$ cat src/hw/rtl/sc2le_pkg.sv
// Package: constants, action codes and scan-code character tables for the line editor.
package sc2le_pkg;

    localparam int unsigned IDX_W          = 7;
    localparam int unsigned TERM_W         = 2;
    localparam int unsigned CHAR_W         = 7;
    localparam int unsigned CODE_W         = 8;
    localparam int unsigned LINE_LIMIT     = 127;
    localparam int unsigned TERMINAL_COUNT = 3;
    localparam int unsigned TABLE_SIZE     = 58;

    typedef logic [IDX_W-1:0]  idx_t;
    typedef logic [TERM_W-1:0] term_t;
    typedef logic [CHAR_W-1:0] char_t;
    typedef logic [CODE_W-1:0] code_t;

    typedef enum logic [2:0] {
        ACT_NONE   = 3'd0,
        ACT_STORE  = 3'd1,
        ACT_ERASE  = 3'd2,
        ACT_CLEAR  = 3'd3,
        ACT_LINE   = 3'd4,
        ACT_SWITCH = 3'd5
    } action_t;

    localparam code_t SC_LSHIFT_DN = 8'h2A;
    localparam code_t SC_RSHIFT_DN = 8'h36;
    localparam code_t SC_LSHIFT_UP = 8'hAA;
    localparam code_t SC_RSHIFT_UP = 8'hB6;
    localparam code_t SC_CTRL_DN   = 8'h1D;
    localparam code_t SC_CTRL_UP   = 8'h9D;
    localparam code_t SC_CAPS_DN   = 8'h3A;
    localparam code_t SC_CAPS_UP   = 8'hBA;
    localparam code_t SC_ALT_DN    = 8'h38;
    localparam code_t SC_ALT_UP    = 8'hB8;
    localparam code_t SC_F1        = 8'h3B;
    localparam code_t SC_F2        = 8'h3C;
    localparam code_t SC_F3        = 8'h3D;
    localparam code_t SC_ESC       = 8'h01;
    localparam code_t SC_TAB       = 8'h0F;
    localparam code_t SC_TBL_LO    = 8'h02;
    localparam code_t SC_TBL_HI    = code_t'(TABLE_SIZE - 1);

    localparam char_t CH_BS  = 7'h08;
    localparam char_t CH_NL  = 7'h0A;
    localparam char_t CH_L   = 7'h6C;
    localparam char_t CH_A   = 7'h61;
    localparam char_t CH_Z   = 7'h7A;

    function automatic char_t plain_char(input logic [5:0] c);
        char_t ch;
        case (c)
            6'h02: ch = 7'h31;  6'h03: ch = 7'h32;  6'h04: ch = 7'h33;
            6'h05: ch = 7'h34;  6'h06: ch = 7'h35;  6'h07: ch = 7'h36;
            6'h08: ch = 7'h37;  6'h09: ch = 7'h38;  6'h0A: ch = 7'h39;
            6'h0B: ch = 7'h30;  6'h0C: ch = 7'h2D;  6'h0D: ch = 7'h3D;
            6'h0E: ch = 7'h08;  6'h0F: ch = 7'h20;
            6'h10: ch = 7'h71;  6'h11: ch = 7'h77;  6'h12: ch = 7'h65;
            6'h13: ch = 7'h72;  6'h14: ch = 7'h74;  6'h15: ch = 7'h79;
            6'h16: ch = 7'h75;  6'h17: ch = 7'h69;  6'h18: ch = 7'h6F;
            6'h19: ch = 7'h70;  6'h1A: ch = 7'h5B;  6'h1B: ch = 7'h5D;
            6'h1C: ch = 7'h0A;
            6'h1E: ch = 7'h61;  6'h1F: ch = 7'h73;  6'h20: ch = 7'h64;
            6'h21: ch = 7'h66;  6'h22: ch = 7'h67;  6'h23: ch = 7'h68;
            6'h24: ch = 7'h6A;  6'h25: ch = 7'h6B;  6'h26: ch = 7'h6C;
            6'h27: ch = 7'h3B;  6'h28: ch = 7'h27;  6'h29: ch = 7'h60;
            6'h2B: ch = 7'h5C;
            6'h2C: ch = 7'h7A;  6'h2D: ch = 7'h78;  6'h2E: ch = 7'h63;
            6'h2F: ch = 7'h76;  6'h30: ch = 7'h62;  6'h31: ch = 7'h6E;
            6'h32: ch = 7'h6D;  6'h33: ch = 7'h2C;  6'h34: ch = 7'h2E;
            6'h35: ch = 7'h2F;  6'h39: ch = 7'h20;
            default: ch = 7'h00;
        endcase
        return ch;
    endfunction

    function automatic char_t shift_char(input logic [5:0] c);
        char_t ch;
        case (c)
            6'h02: ch = 7'h21;  6'h03: ch = 7'h40;  6'h04: ch = 7'h23;
            6'h05: ch = 7'h24;  6'h06: ch = 7'h25;  6'h07: ch = 7'h5E;
            6'h08: ch = 7'h26;  6'h09: ch = 7'h2A;  6'h0A: ch = 7'h28;
            6'h0B: ch = 7'h29;  6'h0C: ch = 7'h5F;  6'h0D: ch = 7'h2B;
            6'h0E: ch = 7'h08;  6'h0F: ch = 7'h20;
            6'h10: ch = 7'h51;  6'h11: ch = 7'h57;  6'h12: ch = 7'h45;
            6'h13: ch = 7'h52;  6'h14: ch = 7'h54;  6'h15: ch = 7'h59;
            6'h16: ch = 7'h55;  6'h17: ch = 7'h49;  6'h18: ch = 7'h4F;
            6'h19: ch = 7'h50;  6'h1A: ch = 7'h7B;  6'h1B: ch = 7'h7D;
            6'h1C: ch = 7'h0A;
            6'h1E: ch = 7'h41;  6'h1F: ch = 7'h53;  6'h20: ch = 7'h44;
            6'h21: ch = 7'h46;  6'h22: ch = 7'h47;  6'h23: ch = 7'h48;
            6'h24: ch = 7'h4A;  6'h25: ch = 7'h4B;  6'h26: ch = 7'h4C;
            6'h27: ch = 7'h3A;  6'h28: ch = 7'h22;  6'h29: ch = 7'h7E;
            6'h2B: ch = 7'h7C;
            6'h2C: ch = 7'h5A;  6'h2D: ch = 7'h58;  6'h2E: ch = 7'h43;
            6'h2F: ch = 7'h56;  6'h30: ch = 7'h42;  6'h31: ch = 7'h4E;
            6'h32: ch = 7'h4D;  6'h33: ch = 7'h3C;  6'h34: ch = 7'h3E;
            6'h35: ch = 7'h3F;  6'h39: ch = 7'h20;
            default: ch = 7'h00;
        endcase
        return ch;
    endfunction

endpackage

$ cat src/hw/rtl/scancode_to_line_editor_top.sv
// Top level: set-1 scan codes to line-editing actions, one beat per cycle
// while m_ready is high.
//  channel | ports                                   | dir | handshake
//  --------+-----------------------------------------+-----+----------------
//  s_      | s_scan_code, s_read_pending             | in  | s_valid/s_ready
//  m_      | m_action, m_char_code, m_position,      | out | m_valid/m_ready
//          | m_terminal, m_line_reset                |     |
//
// Each accepted beat yields one result beat in the next cycle. Flags and
// line indexes update at the accepting edge. s_ready is high whenever the
// result register is empty or being drained. Synchronous active-low reset
// clears flags, terminal and all line indexes.
module scancode_to_line_editor_top (
    input  logic                     aclk,
    input  logic                     aresetn,
    input  logic                     s_valid,
    output logic                     s_ready,
    input  sc2le_pkg::code_t         s_scan_code,
    input  logic                     s_read_pending,
    output logic                     m_valid,
    input  logic                     m_ready,
    output logic [2:0]               m_action,
    output sc2le_pkg::char_t         m_char_code,
    output sc2le_pkg::idx_t          m_position,
    output sc2le_pkg::term_t         m_terminal,
    output logic                     m_line_reset
);
    import sc2le_pkg::*;

    localparam idx_t LIMIT = idx_t'(LINE_LIMIT);

    logic    shift_reg, shift_next;
    logic    ctrl_reg, ctrl_next;
    logic    alt_reg, alt_next;
    logic    caps_down_reg, caps_down_next;
    logic    caps_mode_reg, caps_mode_next;
    term_t   term_reg, term_next;
    idx_t    line_idx_reg [TERMINAL_COUNT];
    idx_t    idx_wr;
    logic    idx_we;

    logic    m_valid_reg;
    action_t action_reg, action_next;
    char_t   char_reg, char_next;
    idx_t    pos_reg, pos_next;
    logic    rst_reg, rst_next;

    logic    accept;
    idx_t    idx;
    char_t   pch;
    char_t   sch;

    assign s_ready = !m_valid_reg || m_ready;
    assign accept  = s_valid && s_ready;
    assign idx     = line_idx_reg[term_reg];
    assign pch     = plain_char(s_scan_code[5:0]);
    assign sch     = shift_char(s_scan_code[5:0]);

    always_comb begin
        shift_next     = shift_reg;
        ctrl_next      = ctrl_reg;
        alt_next       = alt_reg;
        caps_down_next = caps_down_reg;
        caps_mode_next = caps_mode_reg;
        term_next      = term_reg;
        idx_we         = 1'b0;
        idx_wr         = idx;
        action_next    = ACT_NONE;
        char_next      = '0;
        pos_next       = '0;
        rst_next       = 1'b0;
        case (s_scan_code)
            SC_LSHIFT_DN, SC_RSHIFT_DN: shift_next = 1'b1;
            SC_LSHIFT_UP, SC_RSHIFT_UP: shift_next = 1'b0;
            SC_CTRL_DN: ctrl_next = 1'b1;
            SC_CTRL_UP: ctrl_next = 1'b0;
            SC_CAPS_DN: caps_down_next = 1'b1;
            SC_CAPS_UP: begin
                caps_down_next = 1'b0;
                caps_mode_next = !caps_mode_reg;
            end
            SC_ALT_DN: alt_next = 1'b1;
            SC_ALT_UP: alt_next = 1'b0;
            SC_F1: begin
                if (alt_reg && (0 < TERMINAL_COUNT)) begin
                    term_next   = term_t'(0);
                    action_next = ACT_SWITCH;
                end
            end
            SC_F2: begin
                if (alt_reg && (1 < TERMINAL_COUNT)) begin
                    term_next   = term_t'(1);
                    action_next = ACT_SWITCH;
                end
            end
            SC_F3: begin
                if (alt_reg && (2 < TERMINAL_COUNT)) begin
                    term_next   = term_t'(2);
                    action_next = ACT_SWITCH;
                end
            end
            SC_ESC, SC_TAB: action_next = ACT_NONE;
            default: begin
                if (s_scan_code inside {[SC_TBL_LO:SC_TBL_HI]}) begin
                    if (ctrl_reg && pch == CH_L) begin
                        action_next = ACT_CLEAR;
                    end else if (pch == CH_BS) begin
                        if (idx != '0) begin
                            idx_we      = 1'b1;
                            idx_wr      = idx - idx_t'(1);
                            action_next = ACT_ERASE;
                            pos_next    = idx - idx_t'(1);
                        end
                    end else if (idx >= LIMIT && pch != CH_NL) begin
                        action_next = ACT_NONE;
                    end else if (pch == CH_NL) begin
                        idx_we      = 1'b1;
                        action_next = ACT_LINE;
                        char_next   = CH_NL;
                        pos_next    = idx;
                        if (s_read_pending) begin
                            idx_wr = (idx < LIMIT) ? idx + idx_t'(1) : idx;
                        end else begin
                            idx_wr   = '0;
                            rst_next = 1'b1;
                        end
                    end else begin
                        idx_we      = 1'b1;
                        idx_wr      = idx + idx_t'(1);
                        action_next = ACT_STORE;
                        pos_next    = idx;
                        if (pch inside {[CH_A:CH_Z]}) begin
                            char_next = (caps_mode_reg != shift_reg) ? sch : pch;
                        end else begin
                            char_next = shift_reg ? sch : pch;
                        end
                    end
                end
            end
        endcase
    end

    always_ff @(posedge aclk) begin
        if (!aresetn) begin
            shift_reg     <= 1'b0;
            ctrl_reg      <= 1'b0;
            alt_reg       <= 1'b0;
            caps_down_reg <= 1'b0;
            caps_mode_reg <= 1'b0;
            term_reg      <= '0;
            m_valid_reg   <= 1'b0;
            for (int i = 0; i < TERMINAL_COUNT; i++) begin
                line_idx_reg[i] <= '0;
            end
        end else begin
            if (m_ready) begin
                m_valid_reg <= 1'b0;
            end
            if (accept) begin
                shift_reg     <= shift_next;
                ctrl_reg      <= ctrl_next;
                alt_reg       <= alt_next;
                caps_down_reg <= caps_down_next;
                caps_mode_reg <= caps_mode_next;
                term_reg      <= term_next;
                m_valid_reg   <= 1'b1;
                if (idx_we) begin
                    line_idx_reg[term_reg] <= idx_wr;
                end
            end
        end
    end

    always_ff @(posedge aclk) begin
        if (accept) begin
            action_reg <= action_next;
            char_reg   <= char_next;
            pos_reg    <= pos_next;
            rst_reg    <= rst_next;
        end
    end

    assign m_valid      = m_valid_reg;
    assign m_action     = action_reg;
    assign m_char_code  = char_reg;
    assign m_position   = pos_reg;
    assign m_terminal   = term_reg;
    assign m_line_reset = rst_reg;

endmodule
$ cat config.mk
export PLATFORM = sky130hd
export DESIGN_NAME = scancode_to_line_editor_top
export DESIGN_NICKNAME = d
export VERILOG_FILES = /design/src/hw/rtl/sc2le_pkg.sv /design/src/hw/rtl/scancode_to_line_editor_top.sv
export SDC_FILE = /design/constraint.sdc
export NUM_CORES = 1
export LEC_CHECK = 0
export BUFFER_PORTS_ARGS = -buffer_cell sky130_fd_sc_hd__buf_2
export CORE_ASPECT_RATIO = 1.4
export CORE_MARGIN = 2
export CORE_UTILIZATION = 46
export DETAILED_ROUTE_END_ITERATION = 10
export PLACE_DENSITY = 0.7
export SETUP_SLACK_MARGIN = 0.02
export SLEW_MARGIN = 20
export SYNTH_ARGS = -nofsm -noshare
export SYNTH_HDL_FRONTEND = slang
export SYNTH_SLANG_ARGS = --single-unit
$ cat constraint.sdc
create_clock -name aclk -period 11.9 [get_ports aclk]
set_clock_uncertainty 0.2 [all_clocks]
set_input_delay 2.38 -clock aclk [delete_from_list [all_inputs] [get_ports aclk]]
set_output_delay 2.38 -clock aclk [all_outputs]
set_load 0.01 [all_outputs]
==> results.toml, run 1 <==
[status]
status = "complete, but fails checks"
violations = "DRC"

[yosys]
yosysUniqueCellTypes = 74
synth_edf_count = 46
yosysSeqAreaShare_pct = 36.3
async_reset_ff_share_pct = 0
ys.flop_type = "edfxtp_1"
synth_cells = 489
syn_nets = 517
synth_area_sq_um = 4310
synth-seq-cells = 55
synth.avg_cell_area_sq_um = 8.80
yosysWarnings = 0

[finish]
largest_reg_flops = 28
final_cell_mix = "nor2_1 (54), edfxtp_1 (46), nand2_1 (37)"
area.growth.synth_to_final_pct = 6.54
fin_nets = 524
final_core_util_pct = 50.5
stdcell_count = 604
final_common_cell = "nor2_1"
layout-drive-gt1-share_pct = 13.1
diodes = 0

[cts]
insertion_delay_ps = 290
root_buffer = "clkbuf_16"
cts_buffers = 5
numClockSinks = 55
tritoncts = "done"
clk_pin_slew_ps = 70
cts_buffer_depth = 2
cts_resized = 0
htreeDepth = 2
ctsHoldBuffers = 0
cts_setup_buffers = 0

[floorplan]
fp.dieH_um = 118
core_area_sq_um = 9080
num_rows = 41
pin_count = 35
fp.dieArea_sq_um = 10200
initial_core_util_pct = 47.4
die_width_um = 85.8

[sta]
tns_ps = 0
worst_pin_slew_ps = 1030
maxSlewHeadroom_pct = 30.5
slew_viol_final = 0
clock.fmax_ghz = 0.153
layout_min_cycle_time_ps = 6550
finalSetupViolCount = 0
hold_violations = 0
fin_crit_sh_pct = 55.0
rsz0062_at_grt = "false"

[worst_setup_path]
critPathKind = "in -> reg"
slowest_delay_ps = 580
end_kind = "flip-flop"
critPathMaxFanout = 15
cp-start-kind = "input pin"
crit_chain = "buf_2, inv_1, ha_1, nand2b_1, o221ai_1, nor2_1, nor4_1, nand4_1, or2_0, nor4_2, or3b_1, nand2_1"
r2r-end = "line_idx_reg[2][4]$_SDFFCE_PN0P_"
crit_family = "simple AND/OR/NAND/NOR gates"
cp_data_arrival_time_ps = 6330
crit_path_top_delay_cell = "or2_0"
rr_worst_depth = 10
required_ps = 11680
reg2reg_slack_ps = 7560
cp_num_buf_inv = 2

[place]
dp_cells = 596
globalplace.congestion = 0.957
dp_hpwl_mm = 9.03
port-buffer-count = 34

[power]
p_clk_share_pct = 31.3
comb_power_share_pct = 21.8
power-per-cell-area_nw_per_um2 = 101
p_seq_share_pct = 46.9
total_power_uw = 464
swShare_pct = 29.4
ir_worst_vdd_mv = 0.0659
p_leak_nw = 1.68
p_sw_uw = 136
p_int_uw = 328

[global_routing]
grt_pass1_vias = 3784
antenna_found_initial = 0
grt_max_degree = 48
grtUsageTotal_pct = 23.8
gr-total-overflow = 0
grt_pass1_wl_mm = 19.2

[worst_hold_path]
hold_depth = 2
hp-class = "reg -> reg"
min_from = "m_valid$_SDFFE_PN0P_"
holdPathEnd = "m_valid$_SDFFE_PN0P_"

[routing]
detail_route.first_pass.iterations = 10
wl_mm = 12.0
drt-initial-drc-count = 295
wire_per_inst_um = 19.8
ant_nets = 0
drc = 1
via_count = 3950
routed_via_density = 6.54

[flow_run]
max-cap-violations = 0
-- power groups by stage --
stage	clock, mW	combinational, mW	sequential (mW)
final	0.145	0.101	0.218
after global routing	0.152	0.110	0.218
after CTS	0.147	0.0991	0.218
after detailed placement	0	0.0987	0.222
after global placement	0	0.0985	0.222
after floorplan	0	0.0698	0.224
-- worst max-delay path by stage --
stage                              start                          endpoint  cells past startpoint
after detailed placement  s_scan_code[1]  line_idx_reg[0][5]$_SDFFCE_PN0P_                     12
after global routing      s_scan_code[1]  line_idx_reg[0][1]$_SDFFCE_PN0P_                     12
after CTS                 s_scan_code[1]  line_idx_reg[0][0]$_SDFFCE_PN0P_                     12
after floorplan           s_scan_code[0]  line_idx_reg[0][0]$_SDFFCE_PN0P_                     14
final                     s_scan_code[1]  line_idx_reg[0][0]$_SDFFCE_PN0P_                     12
after global placement    s_scan_code[1]  line_idx_reg[0][1]$_SDFFCE_PN0P_                     11
-- through the flow --
| step | instance area (sq um) | setup WS (ps) | hold WS, ps |
|---|---|---|---|
| floorplan | 4310 | 5950 | 271 |
| CTS | 4590 | 5420 | 330 |
| global route | 4590 | 5130 | 354 |
| detailed placement | 4440 | 5100 | 319 |
| global placement | 4440 | 5240 | 300 |
| finish | 4590 | 5350 | 325 |
-- worst reg2reg max path: stages (launching register included) --
cell     delay [ps]
dfxtp_1         600
mux4_2          660
inv_1           210
ha_1            220
nor2b_1         310
nand2_1         130
nor3_1          290
nor3_1          210
and4b_1         270
nor4_1          840
nor2b_1         110
-- cell type report --
type,instances,area [sq um]
multi-input cells,377,2490
clock buffers,6,129
well taps,107,134
repair buffers,34,170
clock inverters,2,15.0
flip-flops and latches,55,1560
fillers,844,4490
inverters,23,88.8
-- kinds of logic (layout without fill, tap and decap cells) --
logic type,after synthesis,after routing,synth area share [%]
xor+xnor,2,2,0.407
compound gates,135,135,21.5
mux,17,17,6.60
fa+ha+maj,15,15,4.36
simple gates,208,208,25.0
flops,55,55,36.3
buf+inv,57,65,5.93
-- Yosys cell counts (4+ instances only) --
library cell | n | area share, %
a211oi_1 | 9 | 1.6
a21boi_0 | 4 | 0.70
a21oi_1 | 26 | 3.0
a311oi_1 | 4 | 0.81
and2_1 | 10 | 1.5
and3_1 | 5 | 0.73
buf_1 | 4 | 0.35
buf_2 | 16 | 1.9
clkbuf_1 | 10 | 0.87
dfxtp_1 | 9 | 4.2
edfxtp_1 | 46 | 32
ha_1 | 15 | 4.4
inv_1 | 20 | 1.7
mux2i_1 | 7 | 1.6
mux4_2 | 9 | 4.7
nand2_1 | 37 | 3.2
nand2b_1 | 12 | 1.7
nand3_1 | 22 | 2.6
nand3b_1 | 4 | 0.70
nand4_1 | 6 | 0.87
nor2_1 | 54 | 4.7
nor2b_1 | 14 | 2.0
nor3_1 | 17 | 2.0
nor4_1 | 7 | 1.0
o211ai_1 | 7 | 1.2
o21a_1 | 8 | 1.4
o21ai_0 | 27 | 3.1
o22ai_1 | 6 | 0.87
o31ai_1 | 7 | 1.2
-- layer usage --
layer	track usage, %	vias to the layer above	part of all wire (%)
met4	14.3	0	6.2
met5	0	-	0
li1	-	1842	-
met1	27.6	1854	37
met2	41.4	198	51
met3	2.58	56	5.6
(Power assumes the default switching activity.)
==> inputs of run 2 (changes only) <==
Settings changed: ABC_AREA from default to 1.
Clock period 11.9 ns to 6.7 ns, I/O delays scaled along.
==> results.toml, run 2 <==
[cts]
cts_buffers = 5
root_buffer = "clkbuf_16"
numClockSinks = 55
htreeDepth = 2
clk_pin_slew_ps = 70
cts_setup_buffers = 0
tritoncts = "done"
cts_resized = 0
ctsHoldBuffers = 0
cts_buffer_depth = 2
insertion_delay_ps = 300

[worst_setup_path]
cp-start-kind = "input pin"
critPathMaxFanout = 24
required_ps = 6430
end_kind = "flip-flop"
r2r-end = "line_idx_reg[3][0]$_DFFE_PP_"
critPathKind = "in -> reg"
cp_data_arrival_time_ps = 4320
rr_worst_depth = 17
reg2reg_slack_ps = 2650

[yosys]
synth_common_cells = "nand2_1 (268), inv_1 (65), nor2_1 (65), nand3_1 (60), edfxtp_1 (46)"
yosysTopAreaCell = "edfxtp_1"
synth_cells = 727
async_reset_ff_share_pct = 0
synthSimpleGateAreaFrac_pct = 45.5
synth.area.mux_share_pct = 0
yosysTopAreaCellShare_pct = 27.9
yosysWarnings = 0
syn_nets = 755
synth_xor_xnor_area_share_pct = 1.24
synth.avg_cell_area_sq_um = 6.82
synth_top_family_by_area = "simple AND/OR/NAND/NOR gates"
yosysUniqueCellTypes = 44
synth_edf_count = 46
synth_area_sq_um = 4950
synth_compound_area_share_pct = 8.16
ys.flop_type = "edfxtp_1"
yosys.area_share.adder_pct = 3.79
synth_area_leaders = "edfxtp_1 (28%), nand2_1 (20%), nand3_1 (6.1%), inv_1 (4.9%), nor2_1 (4.9%)"
synth_most_common_cell = "nand2_1"
yosysSeqAreaShare_pct = 31.5
synth-seq-cells = 55

[routing]
drt-initial-drc-count = 322
wire_per_inst_um = 16.0
detail_route.first_pass.iterations = 5
drc = 0
routed_via_density = 5.38
ant_nets = 0
via_count = 4779
wl_mm = 14.2

[place]
dp_slack_ps = 1830
globalplace.congestion = 0.977
port-buffer-count = 34
dp_hpwl_mm = 11.2

[sta]
worst_pin_slew_ps = 954
maxSlewHeadroom_pct = 35.9
finalSetupViolCount = 0
fin_crit_sh_pct = 68.6
clock.fmax_ghz = 0.218
slew_viol_final = 0
hold_violations = 0
layout_min_cycle_time_ps = 4600
tns_ps = 0
rsz0062_at_grt = "false"
setup_ws_ps = 2100

[global_routing]
grt_pass1_wl_mm = 22.6
grt_max_degree = 29
gr-total-overflow = 0
grtUsageTotal_pct = 24.5
grt_pass1_vias = 4688
antenna_found_initial = 0

[finish]
fillCellCount = 1081
diodes = 0
largest_reg_flops = 28
layout-drive-gt1-share_pct = 16.8
final_common_cell = "nand2_1"
fin_nets = 778
multi_input_area_sq_um = 2910
seqCellArea_sq_um = 1560
final_cell_mix = "nand2_1 (268), inv_1 (65), nor2_1 (65)"
area.growth.synth_to_final_pct = 6.99

[floorplan]
die_width_um = 91.7
initial_core_util_pct = 47.4
fp.dieArea_sq_um = 11600
fp.dieH_um = 127
pin_count = 35
num_rows = 44
core_area_sq_um = 10500

[power]
comb_power_share_pct = 25.8
ir_worst_vdd_mv = 0.0891
p_sw_uw = 291
p_seq_share_pct = 44.0
p_leak_nw = 2.58
p_int_uw = 590
swShare_pct = 33.0
power-per-cell-area_nw_per_um2 = 166
p_clk_share_pct = 30.2

[worst_hold_path]
holdPathEnd = "m_valid$_SDFFE_PN0P_"
min_from = "m_valid$_SDFFE_PN0P_"
hp-class = "reg -> reg"
hold_depth = 2

[flow_run]
max-cap-violations = 0

[status]
status = "finished clean"
[run 2: area by class of cell]
cell class,count,share of cell area (%)
clock buffers,5,2.36
clock inverters,3,0.425
inverters,89,6.35
multi-input cells,564,54.8
flip-flops and latches,55,29.5
well taps,138,3.26
repair buffers,35,3.35
[run 2: power by group through the flow]
stage / logic (mW) / registers [mW] / clock network (mW)
5_1_grt: 0.251 / 0.388 / 0.278
6_report: 0.227 / 0.387 / 0.266
4_1_cts: 0.224 / 0.387 / 0.265
2_1_floorplan: 0.165 / 0.399 / 0
3_5_place_dp: 0.224 / 0.395 / 0
3_3_place_gp: 0.224 / 0.395 / 0
[run 2: worst max-delay path, stage by stage]
cell     delay (ps)
buf_2           360
inv_2           230
ha_1            240
or2_2           300
nand2_1          70
nand2_1          60
nand2_1          80
inv_2            70
nor2_8          130
nand2_2          80
nor2_4          130
nand2_4         100
nor2_4          130
inv_2            80
nand2_8          80
nand2_2          80
nor3_1          740
[run 2: logic make-up (layout without fill, tap and decap cells)]
group	after synthesis	in the layout
flops	55	55
xor+xnor	7	7
simple gates	469	469
compound gates	73	73
buf+inv	108	132
fa+ha+maj	15	15
[run 2: worst max-delay path by stage]
| stage | from | to | slack, ps |
|---|---|---|---|
| 4_1_cts | s_scan_code[2] | line_idx_reg[3][0]$_DFFE_PP_ | 2120 |
| 5_1_grt | s_scan_code[2] | line_idx_reg[3][2]$_DFFE_PP_ | 1840 |
| 3_5_place_dp | s_scan_code[2] | line_idx_reg[3][4]$_DFFE_PP_ | 1830 |
| 6_report | s_scan_code[2] | line_idx_reg[3][0]$_DFFE_PP_ | 2100 |
| 3_3_place_gp | s_scan_code[2] | line_idx_reg[3][3]$_DFFE_PP_ | 1910 |
| 2_1_floorplan | s_scan_code[2] | line_idx_reg[3][0]$_DFFE_PP_ | 2630 |
[run 2: through the flow]
| stage | instance area [sq um] | std cells | util (%) | hold slack, ps | power, mW |
|---|---|---|---|---|---|
| 4_1_cts | 5300 | 889 | 50.7 | 314 | 0.877 |
| 6_report | 5300 | 889 | 50.7 | 309 | 0.881 |
| 3_3_place_gp | 5150 | 881 | 49.3 | 288 | 0.619 |
| 3_5_place_dp | 5150 | 881 | 49.3 | 303 | 0.619 |
| 5_1_grt | 5300 | 889 | 50.7 | 364 | 0.917 |
| 2_1_floorplan | 4950 | 727 | - | 272 | 0.564 |
[run 2: layer usage]
metal	wire (um)	GRT usage, %
met1	5130	24.4
met2	7610	47.7
met3	586	2.49
met4	889	15.1
met5	0	0
